**config.mk**
```make
export PLATFORM = sky130hd
export DESIGN_NAME = file_transfer_line_interface_top
export DESIGN_NICKNAME = d
export VERILOG_FILES = /design/src/hw/rtl/ftli_pkg.sv /design/src/hw/rtl/file_transfer_line_interface_top.sv
export SDC_FILE = /design/constraint.sdc
export NUM_CORES = 1
export LEC_CHECK = 0
export BUFFER_PORTS_ARGS = -buffer_cell sky130_fd_sc_hd__buf_2
export CAP_MARGIN = 20
export CORE_MARGIN = 10
export CORE_UTILIZATION = 57
export DETAILED_ROUTE_END_ITERATION = 8
export MAX_ROUTING_LAYER = met4
export PLACE_DENSITY = 0.83
export SLEW_MARGIN = 20
export SYNTH_ARGS = -nofsm -noshare
export SYNTH_HDL_FRONTEND = slang
export SYNTH_SLANG_ARGS = --single-unit
```
**constraint.sdc**
```tcl
create_clock -name clk -period 3.25 [get_ports clk]
set_input_delay 0 -clock clk [delete_from_list [all_inputs] [get_ports clk]]
set_output_delay 0 -clock clk [all_outputs]
set_load 0.005 [all_outputs]
```
**src/hw/rtl/ftli_pkg.sv**
```systemverilog
// Shared types and constants of the file-transfer line interface.
`default_nettype none

package ftli_pkg;

  typedef enum logic [1:0] {
    PH_IDLE   = 2'd0,
    PH_NAME   = 2'd1,
    PH_HEADER = 2'd2,
    PH_BODY   = 2'd3
  } phase_t;

  typedef enum logic [1:0] {
    REQ_READ    = 2'd0,
    REQ_WORD_WR = 2'd1,
    REQ_BYTE_WR = 2'd2,
    REQ_NONE    = 2'd3
  } req_t;

  localparam logic [1:0] OFF_RX_STATUS = 2'd0;
  localparam logic [1:0] OFF_RX_DATA   = 2'd1;
  localparam logic [1:0] OFF_TX_STATUS = 2'd2;
  localparam logic [1:0] OFF_TX_DATA   = 2'd3;

  localparam logic [7:0] CMD_STOP  = 8'd0;
  localparam logic [7:0] CMD_ECHO1 = 8'd1;
  localparam logic [7:0] CMD_LOAD  = 8'd2;
  localparam logic [7:0] CMD_ECHO3 = 8'd3;
  localparam logic [7:0] CMD_ECHO4 = 8'd4;

  localparam logic [15:0] READY_STATUS  = 16'o200;
  localparam logic [7:0]  UNKNOWN_REPLY = 8'o377;

  localparam int unsigned COUNT_W     = 17;
  localparam int unsigned HEADER_BYTES = 4;

endpackage

`default_nettype wire

```
**src/hw/rtl/file_transfer_line_interface_top.sv**
```systemverilog
// Top level of the file-transfer line interface: register window and phase machine.
//
//  channel | direction | ports                                            | handshake
//  --------+-----------+--------------------------------------------------+--------------
//  in      | to block  | in_req_type, in_reg_offset, in_write_data        | in_valid/in_stall
//  out     | from block| out_read_data, out_phase, out_transfer_address,  | out_valid/out_stall
//          |           | out_transfer_length, out_transfer_done           |
//
// One request per cycle sustained unless out_stall holds the result register; each result
// passes through the input register and then the result register before it appears.
// The phase machine state is updated when a request moves from the input register
// into the result register, so consecutive requests see each other's effects in order.
// rst_n (synchronous) returns to the idle phase with reply byte, count, address and
// length cleared. out_stall holds the result register and, once the input register
// is also full, raises in_stall.
`default_nettype none

module file_transfer_line_interface_top #(
  parameter int unsigned NAME_BYTES = 10
) (
  input  wire logic                clk,
  input  wire logic                rst_n,

  input  wire logic                in_valid,
  output logic                     in_stall,
  input  wire logic [1:0]          in_req_type,
  input  wire logic [1:0]          in_reg_offset,
  input  wire logic [15:0]         in_write_data,

  output logic                     out_valid,
  input  wire logic                out_stall,
  output logic [15:0]              out_read_data,
  output ftli_pkg::phase_t         out_phase,
  output logic [15:0]              out_transfer_address,
  output logic [15:0]              out_transfer_length,
  output logic                     out_transfer_done
);
  import ftli_pkg::*;

  // input register
  logic             s1_valid_r;
  logic [1:0]       s1_req_r;
  logic [1:0]       s1_off_r;
  logic [7:0]       s1_byte_r;

  // result register
  logic             out_valid_r;
  logic [15:0]      out_read_data_r;
  phase_t           out_phase_r;
  logic             out_done_r;

  // phase machine state
  phase_t               phase_r, phase_nxt;
  logic [7:0]           reply_r, reply_nxt;
  logic [COUNT_W-1:0]   count_r, count_nxt;
  logic [15:0]          addr_r, addr_nxt;
  logic [15:0]          len_r, len_nxt;

  logic                 s2_ready;
  logic                 s1_fire;
  logic                 feed;
  logic [COUNT_W-1:0]   count_inc;
  logic                 name_end;
  logic                 header_end;
  logic                 body_end;
  logic                 done;
  logic [15:0]          rd;

  assign s2_ready = !out_valid_r || !out_stall;
  assign s1_fire  = s1_valid_r && s2_ready;
  assign in_stall = s1_valid_r && !s2_ready;

  assign feed = (s1_req_r == REQ_BYTE_WR) ||
                ((s1_req_r == REQ_WORD_WR) && (s1_off_r == OFF_TX_DATA));

  assign count_inc  = count_r + COUNT_W'(1);
  assign name_end   = count_inc >= COUNT_W'(NAME_BYTES);
  assign header_end = count_inc >= COUNT_W'(HEADER_BYTES);
  // a zero length never matches, so the body phase runs on
  assign body_end   = (len_r != 16'd0) && (count_inc == {1'b0, len_r});

  // next phase
  always_comb begin
    phase_nxt = phase_r;
    if (feed) begin
      unique case (phase_r)
        PH_IDLE:   if (s1_byte_r == CMD_LOAD) phase_nxt = PH_NAME;
        PH_NAME:   if (name_end) phase_nxt = PH_HEADER;
        PH_HEADER: if (header_end) phase_nxt = PH_BODY;
        PH_BODY:   if (body_end) phase_nxt = PH_IDLE;
        default:   phase_nxt = PH_IDLE;
      endcase
    end
  end

  // datapath updates per phase
  always_comb begin
    reply_nxt = reply_r;
    count_nxt = count_r;
    addr_nxt  = addr_r;
    len_nxt   = len_r;
    done      = 1'b0;
    if (feed) begin
      unique case (phase_r)
        PH_IDLE: begin
          case (s1_byte_r) inside
            CMD_STOP: ;
            CMD_ECHO1, CMD_ECHO3, CMD_ECHO4: reply_nxt = s1_byte_r;
            CMD_LOAD: begin
              reply_nxt = s1_byte_r;
              count_nxt = '0;
            end
            default: reply_nxt = UNKNOWN_REPLY;
          endcase
        end
        PH_NAME: begin
          reply_nxt = 8'd0;
          count_nxt = name_end ? '0 : count_inc;
        end
        PH_HEADER: begin
          case (count_r[1:0])
            2'd0:    addr_nxt = {8'd0, s1_byte_r};
            2'd1:    addr_nxt = {addr_r[15:8] | s1_byte_r, addr_r[7:0]};
            2'd2:    len_nxt  = {8'd0, s1_byte_r};
            default: len_nxt  = {len_r[15:8] | s1_byte_r, len_r[7:0]};
          endcase
          count_nxt = header_end ? '0 : count_inc;
        end
        PH_BODY: begin
          count_nxt = body_end ? '0 : count_inc;
          done      = body_end;
        end
        default: ;
      endcase
    end
  end

  // read mux
  always_comb begin
    rd = 16'd0;
    if (s1_req_r == REQ_READ) begin
      unique case (s1_off_r) inside
        OFF_RX_STATUS, OFF_TX_STATUS: rd = READY_STATUS;
        OFF_RX_DATA:                  rd = {8'd0, reply_r};
        default:                      rd = 16'd0;
      endcase
    end
  end

  // control registers
  always_ff @(posedge clk) begin
    if (!rst_n) begin
      s1_valid_r  <= 1'b0;
      out_valid_r <= 1'b0;
      phase_r     <= PH_IDLE;
      reply_r     <= 8'd0;
      count_r     <= '0;
      addr_r      <= 16'd0;
      len_r       <= 16'd0;
    end else begin
      if (!in_stall) s1_valid_r <= in_valid;
      if (s2_ready)  out_valid_r <= s1_valid_r;
      if (s1_fire) begin
        phase_r <= phase_nxt;
        reply_r <= reply_nxt;
        count_r <= count_nxt;
        addr_r  <= addr_nxt;
        len_r   <= len_nxt;
      end
    end
  end

  // payload registers
  always_ff @(posedge clk) begin
    if (!in_stall && in_valid) begin
      s1_req_r  <= in_req_type;
      s1_off_r  <= in_reg_offset;
      s1_byte_r <= in_write_data[7:0];
    end
    if (s1_fire) begin
      out_read_data_r <= rd;
      out_phase_r     <= phase_nxt;
      out_done_r      <= done;
    end
  end

  assign out_valid            = out_valid_r;
  assign out_read_data        = out_read_data_r;
  assign out_phase            = out_phase_r;
  assign out_transfer_done    = out_done_r;
  // address and length follow the state, which only moves when the result register loads
  assign out_transfer_address = addr_r;
  assign out_transfer_length  = len_r;

endmodule

`default_nettype wire

```
# Word-level counts from Yosys, hierarchy flattened

Index checks and enable logic that the tools add are counted.

Register bits after elaboration: 92
Output and inout bits: 53

Add/sub/neg operators: 1
$lt $le $gt $ge: 2
Equality and inequality tests: 18
Muxes and demuxes: 20
Bitwise gates (word level): 4
Reduce and logical (&&, ||, !) cells: 29

Operators by type and width:

| cell                    | count |
|---|---|
| $mux W17                | 6 |
| $pmux W17 S4            | 1 |
| $pmux W16 S2            | 2 |
| $pmux W8 S2             | 2 |
| $mux W8                 | 3 |
| $add A17 B1 Y17 const B | 1 |
| $eq A17 B16 Y1          | 1 |
| $ge A17 B3 Y1 const B   | 1 |
| $ge A17 B4 Y1 const B   | 1 |
| $eq A8 B2 Y1 const B    | 2 |
| $or A8 B8 Y8            | 2 |
| $reduce_bool A16 Y1     | 1 |
| $reduce_and A5 Y1       | 3 |
| $eq A2 B2 Y1 const B    | 6 |
| $reduce_and A4 Y1       | 3 |
| $mux W2                 | 5 |
| $eq A2 B1 Y1 const B    | 4 |
| $eq A8 B1 Y1 const B    | 1 |
| $eq A8 B3 Y1 const B    | 1 |
| $logic_not A2 Y1        | 4 |
| $logic_not A8 Y1        | 1 |
| $pmux W2 S4             | 1 |
| $ne A2 B2 Y1 const B    | 3 |
| $logic_and A1 B1 Y1     | 5 |
| other kinds (7)         | 14 |

# Longest topological paths before layout

Word-level depth: 6
Gate-level depth with buffers: 12
Gate-level depth less buffers: 10

# Least setup slack after synthesis

Ideal clock, no wire load.

Path type: reg-to-reg
Start: register count_r[0]
End: register count_r[7]
Setup time: 124 ps
Data arrival time: 2819 ps
Path slack: 308 ps
Stages on the path, launching flop included: 11
Cells stage by stage: dfxtp_1 buf_2 nand4_4 or4_4 xnor2_1 or4_1 nor4_4 o21ai_4 o21ai_4 buf_6 o211ai_2

Cells in the longest elaborated chain, start to end: 5
Elaborated cells on any way between the ends: 9
Those cells by class: 1 x add/sub; 2 x order compare; 1 x eq/ne; 4 x mux; 1 x reduce/logical

Ends and longest elaborated chain:

| item                                                  | line                                    | source |
|---|---|---|
| from (decl)                                           | file_transfer_line_interface_top.sv:55  | `logic [COUNT_W-1:0] count_r, count_nxt;` |
| from (signal assigned)                                | file_transfer_line_interface_top.sv:166 | `count_r <= count_nxt;` |
| $add A17 B1 Y17 *                                     | file_transfer_line_interface_top.sv:76  | `assign count_inc = count_r + COUNT_W'(1);` |
| branches (longest 3 deep; another with $ge A17 B3 Y1) | n/a                                     |  |
| $pmux W17 S4 *                                        | file_transfer_line_interface_top.sv:104 | `unique case (phase_r)` |

Mark *: on every way between the ends.
A chain may end at the register's enable or synchronous reset.

# Worst setup path in the final report

Start: register count_r[0]
End: register count_r[3]

The elaborated chain is that of the path after synthesis.

==> results_dict.tcl <==
set metrics [dict create \
    synthCells 519 \
    core_area_mm2 0.00813 \
    outcome "complete, but fails checks" \
    io_pins 77 \
    drc 2 \
    fin_tns_setup_ns 0 \
    crit_fanout 13 \
    synth-main-ff-cell "dfxtp_1" \
    cts_tree "yes" \
    leakage_nw 2.19 \
    async_reset_ff_share_pct 0 \
    netlist_top_cells_area "dfxtp_1, edfxtp_1, a21oi_1" \
    cts_buffers 9 \
    rrSetupSlack_ns 0.12 \
    post_cts_buffers 0 \
    clk_pin_slew_worst_paths_ns 0.09 \
    skew_ns 0.0187 \
    start_util_pct 58.0 \
    pre_cts_slack_ns 0.0920 \
    drt-total-wl_mm 13.4 \
    max_freq_mhz 319 \
    cp.arrival_ns 3.41 \
    synthAdderAreaFrac_pct 1.59 \
    relSlewSlack_pct 31.0 \
    yosysTopAreaCell "dfxtp_1" \
    yosys.cell_types.count 66 \
    cts.sinks 84 \
    synthMuxAreaShare_pct 1.70 \
    path_class "flop to flop" \
    critPathCaptureType "flop" \
    p_per_area_mw_per_mm2 366 \
    die_w_um 111 \
    synthSimpleGateAreaFrac_pct 29.0 \
    row_count 33 \
    setup_ws_ns 0.116 \
    ys_ff_latch 84 \
    gp_congestion 0.955 \
    peakVddDrop_v 0.000342 \
    grt-ovfl-total 0 \
    vias_per_cell 6.22 \
    io_buffers 60 \
    h-tree-depth 3 \
    endpoint "count_r[3]" \
    synth-compound-area-share_pct 15.9 \
    grt_pass1_vias 4229 \
    synth_top_family_by_area "simple AND/OR/NAND/NOR gates" \
    period_minus_slack_ns 3.13 \
    r2r-start "count_r[0]" \
    hpwlAfterDp_mm 9.66 \
    cp.required_ns 3.53 \
    rsz0062_at_grt "false" \
    violations "DRC" \
    max_slew.worst_pin.slew_ns 1.03 \
    final_nets 625 \
    max_cap_viol_count 0 \
    final_cell_mix "buf_2, dfxtp_1, nand2_1" \
    yosysWarnings 0 \
    grt_first_pass_wirelength_mm 21.3 \
    antenna_found_initial 1 \
    grt_start_max_net_pins 38 \
    hold_path_class "input pin to flop" \
    startpoint "count_r[0]" \
    synth.top_cell.area_share_pct 25.9 \
    critPathLaunchType "flop" \
    finalHoldViolations 0 \
    avgSynthCellArea_um2 9.08 \
    slew_viol_final 0 \
    dieArea_mm2 0.0123 \
    dieHeight_um 111 \
    drtIter0Drc 358 \
    grt_use_total_pct 21.3 \
    clk_path_buf_depth 2 \
    syn_area_mm2 0.00471 \
    synth_xor_area_share_pct 4.94 \
    synth_edf_count 23 \
    period_share_pct 96.4 \
    setup_viol 0 \
    rr_worst_depth 11 \
    layout.cells.most_common "buf_2" \
    wl_per_cell_um 19.0 \
    drive_above_1_share_pct 22.8 \
    syn2layout_area_growth_pct 17.6 \
    via_count 4388 \
    reg2reg_to "count_r[3]" \
    synth_seq_area_share_pct 40.6 \
    postRouteAntennaNets 0 \
    drt_first_pass_iters 9 \
    clk_latency_ns 0.38 \
    root_buffer "clkbuf_8" \
]
-- through the flow --
step,util [%],cell area (um2),total power [mW],instances,hold WS (ns)
after floorplan,-,4740,1.18,526,0.0989
after global placement,63.5,5170,1.20,675,0.178
after detailed placement,63.5,5170,1.21,675,0.179
after CTS,67.9,5530,2.03,705,0.122
after global routing,68.1,5540,2.08,706,0.153
final,68.1,5540,2.03,706,0.135
-- registers in the layout, summed over array words and instances (netlist names) --
name,count
count_r,17
out_transfer_address,16
out_transfer_length,16
out_read_data,8
reply_r,8
s1_byte_r,8
out_phase,2
phase_r,2
s1_off_r,2
s1_req_r,2
out_transfer_done,1
out_valid,1
s1_valid_r,1
-- how the worst min path moves through the flow --
stage / from / endpoint / slack (ns) / cells past startpoint
CTS: rst_n / phase_r[1] / 0.12 / 3
detailed placement: in_req_type[0] / s1_req_r[0] / 0.18 / 1
finish: rst_n / phase_r[1] / 0.14 / 3
global placement: in_req_type[1] / s1_req_r[1] / 0.18 / 1
global route: rst_n / phase_r[1] / 0.15 / 3
floorplan: in_write_data[0] / s1_byte_r[0] / 0.1 / 0
-- power breakdown --
group	internal, mW	switching, mW
Combinational	0.0384	0.0434
Sequential	1.10	0.0206
Clock	0.378	0.453
Total	1.51	0.517
-- critical path: stages, from the launching register on --
cell      delay (ns)
dfxtp_2         0.40
ha_1            0.21
buf_4           0.20
nand3_1         0.17
or4_1           0.51
o311ai_1        0.12
o311ai_2        0.25
or4_4           0.59
o21ai_4         0.10
o21ai_4         0.08
buf_12          0.16
o311ai_1        0.23
-- layout make-up --
| type | instances | area [um2] |
|---|---|---|
| repair buffers | 106 | 693 |
| inverters | 10 | 37.5 |
| clock buffers | 9 | 124 |
| fillers | 596 | 2590 |
| clock inverters | 7 | 93.8 |
| diodes | 1 | 2.50 |
| flip-flops and latches | 84 | 1910 |
| well taps | 105 | 131 |
| multi-input cells | 384 | 2550 |
-- logic make-up after synthesis --
family                     count (synthesis)
muxes                                      8
AOI/OAI and AO/OA                        105
xor gates and xnor gates                  25
other                                      1
adders and majority gates                  6
and+or+nand+nor                          232
buffers and inverters                     58
DFF                                       84
-- synth_stat cells (7+ instances only) --
cell type	count
mux2i_1	8
nor4_1	13
nand3_1	16
nor2_1	30
edfxtp_1	23
nor3_1	11
and2_1	12
buf_2	10
buf_4	15
xnor2_1	17
nor2b_1	25
clkbuf_1	20
and3_1	12
nand2_1	45
nand4_1	16
a21oi_1	35
dfxtp_1	61
xor2_1	7
inv_1	10
nor3b_1	9
-- repair_timing --
action | 4_1_cts | 5_1_grt
setup endpoints to repair | 0 | 10
resized for setup | 0 | 4
hold endpoints to repair | 14 | 0
hold buffers | 14 | 0
-- metal layers --
metal / up-vias / wire, um / GRT usage [%] / share of wire (%)
li1: 2032 / - / - / -
met1: 2080 / 5360 / 24.7 / 40
met2: 230 / 6430 / 34.1 / 48
met3: 46 / 1170 / 5.63 / 8.7
met4: 0 / 447 / 8.94 / 3.3
met5: - / 0 / - / 0
Power figures use the tool's default switching activity.
